**config.mk**
```make
export PLATFORM = sky130hd
export DESIGN_NAME = chbr_cfg
export DESIGN_NICKNAME = d
export VERILOG_FILES = /design/src/rtl/chbr_pkg.sv /design/src/rtl/chbr_cfg.sv
export SDC_FILE = /design/constraint.sdc
export NUM_CORES = 1
export LEC_CHECK = 0
export ABC_CLOCK_PERIOD_IN_PS = 2800
export CAP_MARGIN = 20
export CORE_UTILIZATION = 58
export DETAILED_ROUTE_END_ITERATION = 8
export DONT_BUFFER_PORTS = 1
export GPL_TIMING_DRIVEN = 0
export PLACE_DENSITY_LB_ADDON = 0.12
export SLEW_MARGIN = 10
export SYNTH_ARGS = -nofsm -noshare
export SYNTH_HDL_FRONTEND = slang
export SYNTH_SLANG_ARGS = --single-unit
```
**constraint.sdc**
```tcl
create_clock -name clk -period 2.8 [get_ports clk]
set_clock_uncertainty 0.2 [all_clocks]
set_input_delay 0.28 -clock clk [delete_from_list [all_inputs] [get_ports clk]]
set_output_delay 0.28 -clock clk [all_outputs]
set_load 0.01 [all_outputs]
```
**src/rtl/chbr_pkg.sv**
```systemverilog
// ----------------------------------------------------------------------------
// chbr_pkg
// Shared widths, codes and types of the channel block remap block.
// ----------------------------------------------------------------------------
package chbr_pkg;

  // Frame geometry
  localparam int FRAME_CHANNELS = 4096;
  localparam int FRAME_AW       = $clog2(FRAME_CHANNELS);

  // Field widths
  localparam int ACTION_W = 2;
  localparam int INDEX_W  = 12;
  localparam int CH_W     = 8;
  localparam int START_W  = 12;
  localparam int CNT_W    = 13;
  localparam int MODE_W   = 2;

  // Scratch holds one whole block of up to 2**CNT_W - 1 bytes
  localparam int SCRATCH_DEPTH = 1 << CNT_W;
  localparam int SCRATCH_AW    = CNT_W;

  // Working channel address: a start plus a block offset, beyond the frame end
  localparam int WORK_AW = ((FRAME_AW > CNT_W) ? FRAME_AW : CNT_W) + 1;

  // Pixel sizes of the pixel reverse modes
  localparam int RGB_PX  = 3;
  localparam int RGBW_PX = 4;

  // Configuration port
  localparam int PADDR_W = 5;
  localparam int APB_DW  = 32;

  typedef enum logic [ACTION_W-1:0] {
    ACT_WRITE = 2'd0,
    ACT_READ  = 2'd1,
    ACT_APPLY = 2'd2
  } action_t;

  typedef enum logic [MODE_W-1:0] {
    MODE_PLAIN = 2'd0,
    MODE_BYTE  = 2'd1,
    MODE_RGB   = 2'd2,
    MODE_RGBW  = 2'd3
  } mode_t;

  typedef enum logic [PADDR_W-3:0] {
    REG_SOURCE_START = 3'd0,
    REG_DEST_START   = 3'd1,
    REG_BLOCK_COUNT  = 3'd2,
    REG_REPEAT_LOOPS = 3'd3,
    REG_REVERSE_MODE = 3'd4
  } reg_idx_t;

  typedef struct packed {
    logic [START_W-1:0] source_start;
    logic [START_W-1:0] dest_start;
    logic [CNT_W-1:0]   block_count;
    logic [CNT_W-1:0]   repeat_loops;
    mode_t              reverse_mode;
  } cfg_t;

  typedef struct packed {
    logic                we;
    logic [FRAME_AW-1:0] addr;
    logic [CH_W-1:0]     data;
  } frame_wr_t;

  typedef struct packed {
    logic                  we;
    logic [SCRATCH_AW-1:0] addr;
    logic [CH_W-1:0]       data;
  } scratch_wr_t;

endpackage

```
**src/rtl/chbr_cfg.sv**
```systemverilog
// ----------------------------------------------------------------------------
// chbr_cfg
// APB register file holding the remap configuration.
// ----------------------------------------------------------------------------
module chbr_cfg import chbr_pkg::*; (
  input  logic               clk,
  input  logic               rst,
  input  logic               psel,
  input  logic               penable,
  input  logic               pwrite,
  input  logic [PADDR_W-1:0] paddr,
  input  logic [APB_DW-1:0]  pwdata,
  output logic [APB_DW-1:0]  prdata,
  output logic               pready,
  output cfg_t               cfg
);

  logic     wr_en;
  reg_idx_t reg_sel;

  assign pready  = 1'b1;
  assign wr_en   = psel && penable && pwrite;
  assign reg_sel = reg_idx_t'(paddr[PADDR_W-1:2]);

  always_ff @(posedge clk) begin
    if (rst) begin
      cfg.source_start <= '0;
      cfg.dest_start   <= '0;
      cfg.block_count  <= CNT_W'(1);
      cfg.repeat_loops <= CNT_W'(1);
      cfg.reverse_mode <= MODE_PLAIN;
    end else if (wr_en) begin
      case (reg_sel)
        REG_SOURCE_START: cfg.source_start <= pwdata[START_W-1:0];
        REG_DEST_START:   cfg.dest_start   <= pwdata[START_W-1:0];
        REG_BLOCK_COUNT:  cfg.block_count  <= pwdata[CNT_W-1:0];
        REG_REPEAT_LOOPS: cfg.repeat_loops <= pwdata[CNT_W-1:0];
        REG_REVERSE_MODE: cfg.reverse_mode <= mode_t'(pwdata[MODE_W-1:0]);
        default: ;
      endcase
    end
  end

  always_comb begin
    prdata = '0;
    case (reg_sel)
      REG_SOURCE_START: prdata = APB_DW'(cfg.source_start);
      REG_DEST_START:   prdata = APB_DW'(cfg.dest_start);
      REG_BLOCK_COUNT:  prdata = APB_DW'(cfg.block_count);
      REG_REPEAT_LOOPS: prdata = APB_DW'(cfg.repeat_loops);
      REG_REVERSE_MODE: prdata = APB_DW'(cfg.reverse_mode);
      default:          prdata = '0;
    endcase
  end

endmodule

```
==> flow_metrics.py <==
metrics = {
    "synth": {
        "synth_cell_type_count": 30,
        "yosysTopAreaCellShare_pct": 38.5,
        "synth_area_leaders": "dfxtp_1 (39%), mux2i_1 (16%), nand2b_1 (12%), mux4_2 (8.3%), buf_4 (5.8%)",
        "yosysWarnings": 0,
        "syn_inst": 269,
        "yosysSeqAreaShare_pct": 38.5,
        "async_reset_ff_share_pct": 0,
        "synth_top_cell_by_area": "dfxtp_1",
        "synth_edf_count": 0,
        "ys_ff_latch": 52,
        "synth_ff_type": "dfxtp_1",
        "syn_area_sq_um": 2700,
        "synth_area_per_cell_sq_um": 10.0,
    },
    "floorplan": {
        "num_rows": 24,
        "ioPinCount": 127,
        "die_w_um": 70.2,
        "core_sq_um": 4410,
        "dieArea_sq_um": 4930,
        "start_util_pct": 61.2,
        "die_h_um": 70.2,
    },
    "drt": {
        "wl_met2_um": 3180,
        "drtIter0Drc": 165,
        "num_vias": 1947,
        "wl_met1_um": 2680,
        "drc": 0,
        "dr.pass1.iters": 4,
        "via_per_inst": 5.58,
        "wl_per_cell_um": 18.4,
        "top_layer": "met4",
        "postRouteAntennaNets": 0,
        "dr_wl_met3_um": 469,
        "wirelength_um": 6420,
    },
    "critical_path": {
        "r2r-end": "cfg[21]",
        "worstPathMaxFanout": 10,
        "r2r_slack_ps": 1780,
        "worstSetupEndpointType": "output port",
        "critPathKind": "in2out",
        "crit_required_ps": 2320,
        "cp.arrival_ps": 1380,
        "regToRegStartpoint": "cfg[21]",
        "startpoint_type": "input port",
        "reg2reg_depth": 3,
    },
    "timing": {
        "slew_violations": 0,
        "rsz0062_at_grt": "no",
        "worst_slew_margin_rel_pct": 55.9,
        "hold_viol_final": 0,
        "finalCriticalPeriod_ps": 1860,
        "period_share_pct": 66.3,
        "finalSetupViolCount": 0,
        "fmax_ghz": 0.539,
        "worst_pin_slew_ps": 662,
        "finalSetupTns_ps": 0,
    },
    "global_routing": {
        "antenna_found_initial": 0,
        "first_global_vias": 1907,
        "grt.total_usage_pct": 27.2,
        "grt_max_degree": 17,
        "grt-ovfl-total": 0,
        "grt_pass1_wl_um": 10200,
    },
    "pwr": {
        "p_int_mw": 1.25,
        "combinationalPowerShare_pct": 8.5,
        "power_leakage_nw": 1.34,
        "irDropWorstVdd_uv": 420,
        "seq_power_share_pct": 47.5,
        "switching_share_pct": 21.1,
        "switchingPower_mw": 0.334,
        "power_density_nw_per_um2": 526,
        "clkPwrFrac_pct": 44.0,
    },
    "worst_hold_path": {
        "min_path_cells": 2,
        "hold_path_class": "in2reg",
        "worstHoldEndpoint": "cfg[40]",
        "hp-start": "pwdata[0]",
    },
    "clocking": {
        "h-tree-depth": 2,
        "cts-root-buf": "clkbuf_8",
        "clk-insertion-delay-late_ps": 310,
        "cts_setup_buffers": 0,
        "numCtsBuffers": 5,
        "cts_tree": "built",
        "cts.sinks": 52,
        "clk_path_buf_depth": 2,
        "path_clk_slew_ps": 90,
    },
    "place": {
        "globalplace.congestion": 0.813,
        "dp.cells": 339,
        "dpl_cell_area_sq_um": 2830,
        "dp_hpwl_um": 4460,
        "io_buffers": 0,
    },
    "layout": {
        "top_regs": "cfg x52",
        "largest_reg_flops": 52,
        "layout-drive-gt1-share_pct": 16.8,
        "largest-register": "cfg",
        "layout.cells.non_filler": 349,
        "nets": 338,
        "syn_to_final_growth_pct": 11.5,
        "diodes": 0,
        "final_area_sq_um": 3010,
    },
    "status": {
        "status": "finished clean",
    },
    "flow_run": {
        "max_cap_violations": 0,
    },
}
logic make-up (layout without fill, tap and decap cells):
family	Yosys count	count (layout)	synth area share [%]
AND/OR/NAND/NOR	90	90	21.0
buffers and inverters	41	51	9.63
multiplexers	54	54	24.7
other	2	20	0.278
flip-flops	52	52	38.5
AO/OA/AOI/OAI	30	30	5.84
cell usage in the layout, fill, tap and decap left out, types with 5 or more instances in the layout:
cell type,count
o21ai_0,25
buf_4,21
nand2b_1,52
mux2i_1,43
conb_1,20
clkbuf_8,5
dfxtp_1,52
clkbuf_1,12
mux4_2,10
nor2b_1,22
area by class of cell:
type | instances | area [sq um]
Multi-Input combinational cell | 194 | 1470
Clock buffer | 5 | 68.8
Inverter | 1 | 3.75
Sequential cell | 52 | 1040
Clock inverter | 3 | 90.1
Buffer | 40 | 256
Timing Repair Buffer | 2 | 20.0
Tap cell | 52 | 65.1
Fill cell | 356 | 1400
synthesized netlist by cell type, types with 2 or more instances:
library cell,instances
dfxtp_1,52
nand2b_1,52
mux2i_1,43
o21ai_0,25
nor2b_1,22
buf_4,21
clkbuf_1,12
mux4_2,10
buf_2,4
nor2_1,4
buf_6,3
conb_1,2
nand3_2,2
how the worst max path moves through the flow:
stage	from	to	slack (ps)	depth (start not counted)
floorplan	paddr[2]	prdata[10]	1170	4
CTS	paddr[2]	prdata[1]	920	5
detailed placement	paddr[2]	prdata[9]	920	4
global placement	paddr[2]	prdata[1]	900	5
finish	paddr[2]	prdata[5]	940	4
global route	paddr[2]	prdata[1]	850	5
per-stage QoR:
step / power (mW) / hold slack (ps) / setup slack, ps / util [%]
after CTS: 1.59 / 2.38 / 918 / 68.3
after floorplan: 0.873 / 251 / 1170 / -
after detailed placement: 0.901 / 265 / 922 / 64.2
after global routing: 1.63 / 3.67 / 855 / 68.3
after global placement: 0.900 / 262 / 905 / 64.2
final: 1.58 / 3.33 / 945 / 68.3
power groups by stage:
stage                     Clock (mW)  Combinational, mW  Sequential [mW]
after detailed placement           0              0.132            0.769
after floorplan                    0              0.105            0.768
final                          0.697              0.135            0.752
after CTS                      0.704              0.135            0.752
after global placement             0              0.131            0.769
after global routing           0.731              0.145            0.753
timing repair:
action                    4_1_cts  5_1_grt
hold endpoints to repair        4        0
gates resized for setup         0        0
hold buffers                    2        0
per-layer routing:
metal / vias up / track usage [%]
met2: 81 / 45.5
met5: - / 0
met4: 0 / 8.67
met1: 930 / 34.0
li1: 927 / -
met3: 9 / 7.07
critical path: stages:
cell	delay [ps]
buf_2	240
buf_2	340
mux4_2	330
nor2b_1	170
Note: power is estimated with default switching activity, not from simulation.
