===== config.mk =====
export PLATFORM = sky130hd
export DESIGN_NAME = chbr_seq_flat
export DESIGN_NICKNAME = d
export VERILOG_FILES = /design/src/rtl/chbr_pkg.sv /design/src/rtl/chbr_cmd_if.sv /design/src/rtl/chbr_rsp_if.sv /design/src/rtl/chbr_seq.sv /design/src/flat_wrapper.sv
export SDC_FILE = /design/constraint.sdc
export NUM_CORES = 1
export LEC_CHECK = 0
export ABC_AREA = 0
export BUFFER_PORTS_ARGS = -buffer_cell sky130_fd_sc_hd__buf_4
export CORE_MARGIN = 10
export CORE_UTILIZATION = 52
export DETAILED_ROUTE_END_ITERATION = 10
export GPL_ROUTABILITY_DRIVEN = 0
export GPL_TIMING_DRIVEN = 0
export PLACE_DENSITY = 0.77
export SLEW_MARGIN = 0
export SYNTH_ARGS = -nofsm -noshare
export SYNTH_HDL_FRONTEND = slang
export SYNTH_SLANG_ARGS = --single-unit

===== constraint.sdc =====
create_clock -name clk -period 5 [get_ports clk]
set_clock_uncertainty 0.15 [all_clocks]
set_input_delay 1 -clock clk [delete_from_list [all_inputs] [get_ports clk]]
set_output_delay 1 -clock clk [all_outputs]
set_load 0.02 [all_outputs]

===== src/rtl/chbr_pkg.sv =====
// ----------------------------------------------------------------------------
// chbr_pkg
// Shared widths, codes and types of the channel block remap block.
// ----------------------------------------------------------------------------
package chbr_pkg;

  // Frame geometry
  localparam int FRAME_CHANNELS = 4096;
  localparam int FRAME_AW       = $clog2(FRAME_CHANNELS);

  // Field widths
  localparam int ACTION_W = 2;
  localparam int INDEX_W  = 12;
  localparam int CH_W     = 8;
  localparam int START_W  = 12;
  localparam int CNT_W    = 13;
  localparam int MODE_W   = 2;

  // Scratch holds one whole block of up to 2**CNT_W - 1 bytes
  localparam int SCRATCH_DEPTH = 1 << CNT_W;
  localparam int SCRATCH_AW    = CNT_W;

  // Working channel address: a start plus a block offset, beyond the frame end
  localparam int WORK_AW = ((FRAME_AW > CNT_W) ? FRAME_AW : CNT_W) + 1;

  // Pixel sizes of the pixel reverse modes
  localparam int RGB_PX  = 3;
  localparam int RGBW_PX = 4;

  // Configuration port
  localparam int PADDR_W = 5;
  localparam int APB_DW  = 32;

  typedef enum logic [ACTION_W-1:0] {
    ACT_WRITE = 2'd0,
    ACT_READ  = 2'd1,
    ACT_APPLY = 2'd2
  } action_t;

  typedef enum logic [MODE_W-1:0] {
    MODE_PLAIN = 2'd0,
    MODE_BYTE  = 2'd1,
    MODE_RGB   = 2'd2,
    MODE_RGBW  = 2'd3
  } mode_t;

  typedef enum logic [PADDR_W-3:0] {
    REG_SOURCE_START = 3'd0,
    REG_DEST_START   = 3'd1,
    REG_BLOCK_COUNT  = 3'd2,
    REG_REPEAT_LOOPS = 3'd3,
    REG_REVERSE_MODE = 3'd4
  } reg_idx_t;

  typedef struct packed {
    logic [START_W-1:0] source_start;
    logic [START_W-1:0] dest_start;
    logic [CNT_W-1:0]   block_count;
    logic [CNT_W-1:0]   repeat_loops;
    mode_t              reverse_mode;
  } cfg_t;

  typedef struct packed {
    logic                we;
    logic [FRAME_AW-1:0] addr;
    logic [CH_W-1:0]     data;
  } frame_wr_t;

  typedef struct packed {
    logic                  we;
    logic [SCRATCH_AW-1:0] addr;
    logic [CH_W-1:0]       data;
  } scratch_wr_t;

endpackage


===== src/rtl/chbr_cmd_if.sv =====
// ----------------------------------------------------------------------------
// chbr_cmd_if
// Command channel: write, read and apply items with valid/ready handshake.
// ----------------------------------------------------------------------------
interface chbr_cmd_if import chbr_pkg::*; ();

  logic                valid;
  logic                ready;
  logic [ACTION_W-1:0] action;
  logic [INDEX_W-1:0]  channel_index;
  logic [CH_W-1:0]     channel_value;

  modport source (output valid, action, channel_index, channel_value, input ready);
  modport sink   (input valid, action, channel_index, channel_value, output ready);

endinterface


===== src/rtl/chbr_rsp_if.sv =====
// ----------------------------------------------------------------------------
// chbr_rsp_if
// Response channel: one result item per command item.
// ----------------------------------------------------------------------------
interface chbr_rsp_if import chbr_pkg::*; ();

  logic            valid;
  logic            ready;
  logic [CH_W-1:0] read_value;
  logic            clipped;

  modport source (output valid, read_value, clipped, input ready);
  modport sink   (input valid, read_value, clipped, output ready);

endinterface


===== src/rtl/chbr_seq.sv =====
// ----------------------------------------------------------------------------
// chbr_seq
// Item sequencer: clearing pass, byte access and the block copy engine that
// streams bytes between the frame and the scratch RAM one per cycle.
// ----------------------------------------------------------------------------
module chbr_seq import chbr_pkg::*; (
  input  logic                  clk,
  input  logic                  rst,
  input  cfg_t                  cfg,
  chbr_cmd_if.sink              cmd,
  chbr_rsp_if.source            rsp,
  output frame_wr_t             frame_wr,
  output logic [FRAME_AW-1:0]   frame_raddr,
  input  logic [CH_W-1:0]       frame_rdata,
  output scratch_wr_t           scratch_wr,
  output logic [SCRATCH_AW-1:0] scratch_raddr,
  input  logic [CH_W-1:0]       scratch_rdata
);

  typedef enum logic [3:0] {
    S_CLEAR, S_IDLE, S_READ, S_LOOP, S_SNAP, S_SNAP_END, S_WR, S_WR_END, S_FINISH
  } state_t;

  // Which copy of an apply is in flight
  typedef enum logic [1:0] {PH_PLAIN, PH_REV_SRC, PH_REV_DST, PH_REPEAT} phase_t;

  // Scratch read order of a block write
  typedef enum logic [1:0] {WK_FWD, WK_REV, WK_PIX} wkind_t;

  localparam logic [WORK_AW-1:0] FRAME_END = WORK_AW'(FRAME_CHANNELS);

  state_t              state;
  phase_t              phase;
  wkind_t              wkind;
  logic [FRAME_AW-1:0] clr_addr;
  logic [CNT_W-1:0]    cnt;
  logic [CNT_W-1:0]    loops_left;
  logic [WORK_AW-1:0]  base;
  logic [WORK_AW-1:0]  ptr;
  logic [CNT_W-1:0]    idx;
  logic [CNT_W:0]      rptr;
  logic [2:0]          px;
  logic [1:0]          k;
  logic                clip;
  logic                rd_zero;
  logic [CH_W-1:0]     res_value;
  logic                dw_valid;
  logic [FRAME_AW-1:0] dw_addr;
  logic                ds_valid;
  logic                ds_zero;
  logic [SCRATCH_AW-1:0] ds_addr;
  logic                out_valid;
  logic [CH_W-1:0]     out_value;
  logic                out_clip;

  logic                accept;
  logic                res_load;
  logic [WORK_AW-1:0]  idx_w;
  logic                idx_in_frame;
  logic [CNT_W-1:0]    cnt_eff;
  logic [WORK_AW-1:0]  src_w;
  logic [WORK_AW-1:0]  dst_w;
  logic [2:0]          px_cfg;
  logic [3:0]          pix_back;
  logic [CNT_W:0]      pix_next;
  logic                ptr_out;

  assign cmd.ready      = (state == S_IDLE);
  assign accept         = cmd.valid && cmd.ready;
  assign res_load       = (state == S_FINISH) && (!out_valid || rsp.ready);
  assign idx_w          = WORK_AW'(cmd.channel_index);
  assign idx_in_frame   = (idx_w < FRAME_END);
  assign cnt_eff        = (cfg.block_count == '0) ? CNT_W'(1) : cfg.block_count;
  assign src_w          = WORK_AW'(cfg.source_start);
  assign dst_w          = WORK_AW'(cfg.dest_start);
  assign px_cfg         = (cfg.reverse_mode == MODE_RGB) ? 3'(RGB_PX) : 3'(RGBW_PX);
  assign pix_back       = {px, 1'b0} - 4'd1;
  assign pix_next       = rptr - (CNT_W+1)'(pix_back);
  assign ptr_out        = (ptr >= FRAME_END);

  assign rsp.valid      = out_valid;
  assign rsp.read_value = out_value;
  assign rsp.clipped    = out_clip;

  // RAM ports
  always_comb begin
    frame_wr      = '0;
    frame_raddr   = idx_w[FRAME_AW-1:0];
    if (state == S_CLEAR) begin
      frame_wr.we   = 1'b1;
      frame_wr.addr = clr_addr;
    end else if (dw_valid) begin
      frame_wr.we   = 1'b1;
      frame_wr.addr = dw_addr;
      frame_wr.data = scratch_rdata;
    end else if (accept && action_t'(cmd.action) == ACT_WRITE && idx_in_frame) begin
      frame_wr.we   = 1'b1;
      frame_wr.addr = idx_w[FRAME_AW-1:0];
      frame_wr.data = cmd.channel_value;
    end
    if (state == S_SNAP) begin
      frame_raddr = ptr[FRAME_AW-1:0];
    end
    scratch_wr.we   = ds_valid;
    scratch_wr.addr = ds_addr;
    scratch_wr.data = ds_zero ? '0 : frame_rdata;
    scratch_raddr   = rptr[SCRATCH_AW-1:0];
  end

  always_ff @(posedge clk) begin
    if (rst) begin
      state     <= S_CLEAR;
      clr_addr  <= '0;
      clip      <= 1'b0;
      dw_valid  <= 1'b0;
      ds_valid  <= 1'b0;
      out_valid <= 1'b0;
    end else begin
      if (res_load) begin
        out_valid <= 1'b1;
      end else if (rsp.valid && rsp.ready) begin
        out_valid <= 1'b0;
      end
      case (state)
        S_CLEAR: begin
          clr_addr <= clr_addr + FRAME_AW'(1);
          if (clr_addr == FRAME_AW'(FRAME_CHANNELS - 1)) begin
            state <= S_IDLE;
          end
        end

        S_IDLE: begin
          if (accept) begin
            res_value <= '0;
            clip      <= 1'b0;
            rd_zero   <= !idx_in_frame;
            cnt       <= cnt_eff;
            px        <= px_cfg;
            case (action_t'(cmd.action))
              ACT_READ: state <= S_READ;
              ACT_APPLY: begin
                if (cfg.repeat_loops == '0) begin
                  state <= S_FINISH;
                end else if (cfg.reverse_mode != MODE_PLAIN && cnt_eff > CNT_W'(1)) begin
                  // Reverse: snapshot the source first, later loops go from dest
                  phase      <= PH_REV_SRC;
                  loops_left <= cfg.repeat_loops - CNT_W'(1);
                  base       <= dst_w + WORK_AW'(cnt_eff);
                  ptr        <= src_w;
                  idx        <= '0;
                  state      <= S_SNAP;
                end else begin
                  phase      <= PH_PLAIN;
                  loops_left <= cfg.repeat_loops;
                  base       <= dst_w;
                  state      <= S_LOOP;
                end
              end
              default: state <= S_FINISH;
            endcase
          end
        end

        S_READ: begin
          res_value <= rd_zero ? '0 : frame_rdata;
          state     <= S_FINISH;
        end

        S_LOOP: begin
          if (loops_left == '0) begin
            state <= S_FINISH;
          end else if (base >= FRAME_END) begin
            clip  <= 1'b1;
            state <= S_FINISH;
          end else if (phase == PH_PLAIN) begin
            ptr   <= src_w;
            idx   <= '0;
            state <= S_SNAP;
          end else begin
            wkind <= WK_FWD;
            ptr   <= base;
            idx   <= '0;
            rptr  <= '0;
            state <= S_WR;
          end
        end

        S_SNAP: begin
          ds_valid <= 1'b1;
          ds_addr  <= idx;
          ds_zero  <= ptr_out;
          ptr      <= ptr + WORK_AW'(1);
          idx      <= idx + CNT_W'(1);
          if (idx == cnt - CNT_W'(1)) begin
            state <= S_SNAP_END;
          end
        end

        S_SNAP_END: begin
          ds_valid <= 1'b0;
          idx      <= '0;
          case (phase)
            PH_REV_SRC: begin
              ptr <= dst_w;
              if (cfg.reverse_mode == MODE_BYTE) begin
                wkind <= WK_REV;
                rptr  <= {1'b0, cnt - CNT_W'(1)};
                state <= S_WR;
              end else begin
                // Start at the last full pixel; skip when no pixel fits
                wkind <= WK_PIX;
                k     <= '0;
                rptr  <= {1'b0, cnt} - (CNT_W+1)'(px);
                state <= (cnt < CNT_W'(px)) ? S_WR_END : S_WR;
              end
            end
            PH_REV_DST: begin
              phase <= PH_REPEAT;
              state <= S_LOOP;
            end
            default: begin
              wkind <= WK_FWD;
              ptr   <= base;
              rptr  <= '0;
              state <= S_WR;
            end
          endcase
        end

        S_WR: begin
          if (ptr_out) begin
            // Everything from here on lands past the frame end
            clip     <= 1'b1;
            dw_valid <= 1'b0;
            state    <= S_WR_END;
          end else begin
            dw_valid <= 1'b1;
            dw_addr  <= ptr[FRAME_AW-1:0];
            ptr      <= ptr + WORK_AW'(1);
            idx      <= idx + CNT_W'(1);
            case (wkind)
              WK_FWD: begin
                rptr <= rptr + (CNT_W+1)'(1);
                if (idx == cnt - CNT_W'(1)) state <= S_WR_END;
              end
              WK_REV: begin
                rptr <= rptr - (CNT_W+1)'(1);
                if (idx == cnt - CNT_W'(1)) state <= S_WR_END;
              end
              default: begin
                if ({1'b0, k} == px - 3'd1) begin
                  k    <= '0;
                  rptr <= pix_next;
                  if (pix_next[CNT_W]) state <= S_WR_END;
                end else begin
                  k    <= k + 2'd1;
                  rptr <= rptr + (CNT_W+1)'(1);
                end
              end
            endcase
          end
        end

        S_WR_END: begin
          dw_valid <= 1'b0;
          if (clip) begin
            state <= S_FINISH;
          end else if (phase == PH_REV_SRC) begin
            phase <= PH_REV_DST;
            ptr   <= dst_w;
            idx   <= '0;
            state <= S_SNAP;
          end else begin
            loops_left <= loops_left - CNT_W'(1);
            base       <= base + WORK_AW'(cnt);
            state      <= S_LOOP;
          end
        end

        S_FINISH: begin
          // Hold the result until the output register is free
          if (res_load) begin
            out_value <= res_value;
            out_clip  <= clip;
            state     <= S_IDLE;
          end
        end

        default: state <= S_IDLE;
      endcase
    end
  end

`ifndef NO_ASSERTIONS
  a_clear_after_reset: assert property (@(posedge clk) disable iff (rst)
    $fell(rst) |-> state == S_CLEAR)
    else $error("clearing pass not started after reset");

  a_one_stream: assert property (@(posedge clk) disable iff (rst)
    dw_valid |-> !ds_valid)
    else $error("snapshot and block write in flight together");

  a_snap_in_block: assert property (@(posedge clk) disable iff (rst)
    state == S_SNAP |-> idx < cnt)
    else $error("snapshot ran past the block");

  a_scratch_ptr: assert property (@(posedge clk) disable iff (rst)
    state == S_WR && !ptr_out |-> !rptr[CNT_W])
    else $error("scratch read pointer below zero");

  a_result_hold: assert property (@(posedge clk) disable iff (rst)
    state == S_FINISH && rsp.valid && !rsp.ready |=> state == S_FINISH)
    else $error("result dropped while output stalled");
`endif

endmodule


===== src/flat_wrapper.sv =====
// flat-port wrapper written by rule: the top's interface ports become plain ports
module chbr_seq_flat import chbr_pkg::*;
  (clk, rst, cfg, frame_wr, frame_raddr, frame_rdata, scratch_wr, scratch_raddr, scratch_rdata, cmd_valid, cmd_action, cmd_channel_index, cmd_channel_value, cmd_ready, rsp_valid, rsp_read_value, rsp_clipped, rsp_ready);
  chbr_cmd_if cmd_i ();
  chbr_rsp_if rsp_i ();
  input  logic clk;
  input  logic rst;
  input  cfg_t cfg;
  output frame_wr_t frame_wr;
  output logic [FRAME_AW-1:0] frame_raddr;
  input  logic [CH_W-1:0] frame_rdata;
  output scratch_wr_t scratch_wr;
  output logic [SCRATCH_AW-1:0] scratch_raddr;
  input  logic [CH_W-1:0] scratch_rdata;
  input wire logic [$bits(cmd_i.valid)-1:0] cmd_valid;
  input wire logic [$bits(cmd_i.action)-1:0] cmd_action;
  input wire logic [$bits(cmd_i.channel_index)-1:0] cmd_channel_index;
  input wire logic [$bits(cmd_i.channel_value)-1:0] cmd_channel_value;
  output wire logic [$bits(cmd_i.ready)-1:0] cmd_ready;
  output wire logic [$bits(rsp_i.valid)-1:0] rsp_valid;
  output wire logic [$bits(rsp_i.read_value)-1:0] rsp_read_value;
  output wire logic [$bits(rsp_i.clipped)-1:0] rsp_clipped;
  input wire logic [$bits(rsp_i.ready)-1:0] rsp_ready;
  assign cmd_i.valid = cmd_valid;
  assign cmd_i.action = cmd_action;
  assign cmd_i.channel_index = cmd_channel_index;
  assign cmd_i.channel_value = cmd_channel_value;
  assign cmd_ready = cmd_i.ready;
  assign rsp_valid = rsp_i.valid;
  assign rsp_read_value = rsp_i.read_value;
  assign rsp_clipped = rsp_i.clipped;
  assign rsp_i.ready = rsp_ready;
  chbr_seq u_core (.clk(clk), .rst(rst), .cfg(cfg), .cmd(cmd_i), .rsp(rsp_i), .frame_wr(frame_wr), .frame_raddr(frame_raddr), .frame_rdata(frame_rdata), .scratch_wr(scratch_wr), .scratch_raddr(scratch_raddr), .scratch_rdata(scratch_rdata));
endmodule

==> results.txt <==
The number of endpoints with negative hold slack in the final report is 0. The average footprint of a synthesized cell came out at 9.17 um2. The most used flip-flop cell after synthesis is sky130_fd_sc_hd__edfxtp_1. The antenna diode count is 0. The count of cells along the worst register-to-register path came out at 9. The die is 162 um wide. The maximum fanout along the worst path came out at 10. The area of the die came out at 26200 um2.

The total clock sinks is 152. Setup repair after global routing left no endpoint under its margin. The clock-pin slew on the worst setup and hold paths is 70 ps. The endpoint of the lowest-slack register-to-register path is u_core.ptr[1]. The peak supply drop is 0.250 mV.

In this run, CTS created clock tree buffers numbering 17. The post-route netlist has 19.1% of its cells at a drive strength greater than 1. The clock network latency to the later pin of the worst-skew pair is 440 ps. Counting instances, the worst hold path has a depth of 0. The H-tree was split into 4 levels.

The final count of pins violating max slew came out at 0. The proportion of register bits with asynchronous set or reset after synthesis came out at 0%. The die extent in y came out at 162 um.

The remaining max-slew budget at the tightest pin is 18.8%. The flow ran to the end, and the final reports show no timing, DRC or antenna violations. The clock period minus worst slack came out at 4010 ps. The initial antenna violation count is 0. The first-pass iteration count of the detailed router is 9. The remaining global-route overflow came out at 0.

The global-route usage over all layers is 22.7%. Counting along the longest clock path gives a buffer depth of 2. The post-detailed-placement half-perimeter wirelength is 23900 um. The count of flip-flops with a built-in enable after synthesis came out at 132. TritonCTS built the clock tree. The startpoint identified for the worst register-to-register timing path is u_core.loops_left[0]. The count of port buffers added during placement is 171. The post-CTS setup-driven buffer insertion count is 0. After floorplanning, the core was sized to cover 19700 um2.

The switching power of the nets came out at 1.41 mW. The effective utilization at floorplan came out at 53.3%. Data on the critical path is required at its endpoint by 3850 ps. The number of gates given a new drive strength after cts is 0. The highest achievable clock rate is 0.249 GHz. By area the synthesized netlist is led by sky130_fd_sc_hd__edfxtp_1, sky130_fd_sc_hd__ha_1, sky130_fd_sc_hd__xnor2_1, sky130_fd_sc_hd__nor2_1, sky130_fd_sc_hd__xor2_1. The post-route worst hold slack came out at 265 ps. The proportion of netlist area held by the largest area contributor is 37.8%.

The count of nets left with antenna violations after detail routing came out at 0. The number of nets in the finished design is 1481. Using the TritonRoute via totals, the vias-per-cell ratio works out to 5.92. The number of nets in the synthesized netlist is 1284.

The via count of the first global-routing pass is 8978. The slew at the pin with the worst max-slew slack is 1210 ps. The synthesized netlist contains 74 unique library cells. For this run, the number of Yosys warnings is 0. The number of flip-flops and latches in the synthesized netlist came out at 152.

The arrival time at the worst endpoint came out at 2860 ps. The count of max-cap constraint violations is 0. In the routed design, unresolved DRC markers number 0. The share of synthesized area occupied by flip-flops and latches came out at 41.6%.

The vias after detailed routing is 9573. Summed over all instances, the cell type with the most area after synthesis is sky130_fd_sc_hd__edfxtp_1. The design draws 4.07 mW. The wire length of the first global-routing pass came out at 48100 um.

The cell-internal power came out at 2.66 mW. The final clock period utilization by the worst path is 80.3%. The clock power share came out at 32.3%. STA classifies the critical path startpoint as a flop.

The kind of end point of the critical path is an output pin. The floorplan row count came out at 51. Per report_power, the sequential group accounts for 39.7% of the total. The setup slack of the worst register-to-register path came out at 1320 ps. The number of filler cells placed in the layout is 1660. The pin count of the biggest net entering global routing came out at 20.

The switching portion of total power came out at 34.6%. The initial DRC count is 1048. The number of top-level pins is 173.

The worst min-delay path startpoint is u_core.res_value[7]. The path class of the tightest hold or removal check is flop to flop. The count of endpoints failing setup in the final report is 0. In this run the clock root is driven by a sky130_fd_sc_hd__clkbuf_16. The cell area after technology mapping is 10500 um2. Cells fill 65.0% of the core in the end.

Dividing the detail-routed wire length by the instance count gives 18.9 um. The fraction of power consumed by combinational cells came out at 28.0%. The timing startpoint of the critical path is u_core.state[3].

Power spread over the standard cell area amounts to 318 nW/um2. After detailed routing, the total wire length is 30600 um. The synthesis-to-finish area growth is 21.9%.

The analysis attributes to cell leakage a power of 4.78 nW. Synthesis produced 1143 cells. The worst setup path is of the flop to output pin kind. The worst hold path terminates at u_core.rsp.read_value[7]. In this run, post-CTS hold repair placed 0 buffers.
[cell usage after synthesis (all sizes together), types with 21 or more instances]
cell type / count
nor2: 126
clkbuf: 61
inv: 35
edfxtp: 132
nand3: 32
xor2: 52
nor3: 41
a21oi: 60
a22oi: 21
ha: 43
o21ai: 73
nand2: 105
xnor2: 59
[cells in the final DEF (no fill, tap or decap), types with 5 or more instances in the layout]
master                      netlist  final
sky130_fd_sc_hd__edfxtp_1       132    132
sky130_fd_sc_hd__clkbuf_16        0     17
sky130_fd_sc_hd__nor3_1          38     37
sky130_fd_sc_hd__o211ai_1         7      7
sky130_fd_sc_hd__mux2i_1          6      6
sky130_fd_sc_hd__dfxtp_1         20     20
sky130_fd_sc_hd__a21oi_1         60     60
sky130_fd_sc_hd__mux2_2          13     13
sky130_fd_sc_hd__and3_1          11     11
sky130_fd_sc_hd__nor3b_1          5      5
sky130_fd_sc_hd__a221oi_1         6      6
sky130_fd_sc_hd__inv_1           35     35
sky130_fd_sc_hd__o21ai_0         69     69
sky130_fd_sc_hd__nor4_1          14     13
sky130_fd_sc_hd__clkinv_8         0      5
sky130_fd_sc_hd__clkbuf_1        61     61
sky130_fd_sc_hd__a211oi_1        10     10
sky130_fd_sc_hd__nor2b_1         20     20
sky130_fd_sc_hd__xor2_1          52     52
sky130_fd_sc_hd__a221o_1          5      5
sky130_fd_sc_hd__a222oi_1         6      6
sky130_fd_sc_hd__nand2_1        105    105
sky130_fd_sc_hd__nand3_1         31     31
sky130_fd_sc_hd__and2_1          12     12
sky130_fd_sc_hd__a21o_1          10     10
sky130_fd_sc_hd__nor2_1         126    125
sky130_fd_sc_hd__a22oi_1         21     21
sky130_fd_sc_hd__a31oi_1         16     16
sky130_fd_sc_hd__o21a_1           7      7
sky130_fd_sc_hd__nand4_1         13     13
sky130_fd_sc_hd__nand2b_1        17     17
sky130_fd_sc_hd__buf_2            4      5
sky130_fd_sc_hd__o22ai_1         15     15
sky130_fd_sc_hd__or3_1           14     14
sky130_fd_sc_hd__inv_8            0      6
sky130_fd_sc_hd__xnor2_1         59     59
sky130_fd_sc_hd__ha_1            43     43
sky130_fd_sc_hd__buf_4           14    189
[logic make-up (layout without fill, tap and decap cells)]
logic type / count (synthesis) / after routing / synth area share [%]
adder cells (fa/ha/maj): 48 / 48 / 5.99
XOR/XNOR: 111 / 111 / 9.28
AND/OR/NAND/NOR: 428 / 428 / 19.8
AO/OA/AOI/OAI: 269 / 269 / 16.5
multiplexers: 20 / 20 / 2.11
buffers and inverters: 115 / 325 / 4.67
flip-flops: 152 / 152 / 41.6
[area by class of cell]
class | instances | area, um2 | area share (%)
buffer | 80 | 358 | 2.80
clock buffer | 17 | 425 | 3.33
clock inverter | 15 | 184 | 1.44
inverter | 35 | 131 | 1.03
multi-input combinational | 876 | 5640 | 44.2
sequential | 152 | 4360 | 34.2
tap | 265 | 332 | 2.59
timing repair buffer | 178 | 1340 | 10.5
[routing by layer]
| layer | wire (um) | GRT usage [%] | share of wire (%) |
|---|---|---|---|
| met5 | 0 | 0 | 0 |
| met4 | 498 | 5.79 | 1.6 |
| met3 | 2700 | 5.01 | 8.8 |
| met2 | 14400 | 36.8 | 47 |
| met1 | 12900 | 30.1 | 42 |
[registers in the layout, summed over array words and instances (netlist names), 4 cells and up]
| name | count |
|---|---|
| u_core.base | 14 |
| u_core.ptr | 14 |
| u_core.rptr | 14 |
| u_core.cnt | 13 |
| u_core.ds_addr | 13 |
| u_core.idx | 13 |
| u_core.loops_left | 13 |
| u_core.clr_addr | 12 |
| u_core.dw_addr | 12 |
| u_core.res_value | 8 |
| u_core.rsp.read_value | 8 |
| u_core.state | 4 |
[through the flow]
stage	setup slack, ps	instance area (um2)	std cells	setup TNS [ps]
after floorplan	99.9	10500	1143	0
after global placement	-1710	12100	1579	-47360
after detailed placement	672	12200	1586	0
after CTS	1050	12800	1618	0
after global routing	792	12800	1618	0
final	985	12800	1618	0
[worst max-delay path, stage by stage (launching register included)]
cell and delay [ps]:
sky130_fd_sc_hd__dfxtp_1 300, sky130_fd_sc_hd__clkbuf_1 200, sky130_fd_sc_hd__nor2b_1 280, sky130_fd_sc_hd__nand2_1 140, sky130_fd_sc_hd__inv_1 210, sky130_fd_sc_hd__nand3_1 160
sky130_fd_sc_hd__nor2_1 150, sky130_fd_sc_hd__clkbuf_1 380, sky130_fd_sc_hd__a22oi_1 210, sky130_fd_sc_hd__o21ai_0 220, sky130_fd_sc_hd__buf_4 180
[how the worst max path moves through the flow]
| stage | slack, ps | end | depth (start not counted) |
|---|---|---|---|
| finish | 990 | frame_wr[16] | 10 |
| global route | 790 | u_core.base[10] | 15 |
| CTS | 1050 | frame_wr[16] | 10 |
| detailed placement | 670 | u_core.base[10] | 15 |
| global placement | -1710 | u_core.base[6] | 7 |
| floorplan | 100 | u_core.base[0] | 6 |
[power groups by stage]
| stage | combinational (mW) | clock (mW) | sequential, mW |
|---|---|---|---|
| 3_3_place_gp | 1.08 | 0 | 1.64 |
| 2_1_floorplan | 0.727 | 0 | 1.62 |
| 3_5_place_dp | 1.12 | 0 | 1.64 |
| 5_1_grt | 1.25 | 1.37 | 1.63 |
| 4_1_cts | 1.13 | 1.32 | 1.61 |
| 6_report | 1.14 | 1.31 | 1.62 |
Power figures use the tool's default switching activity.
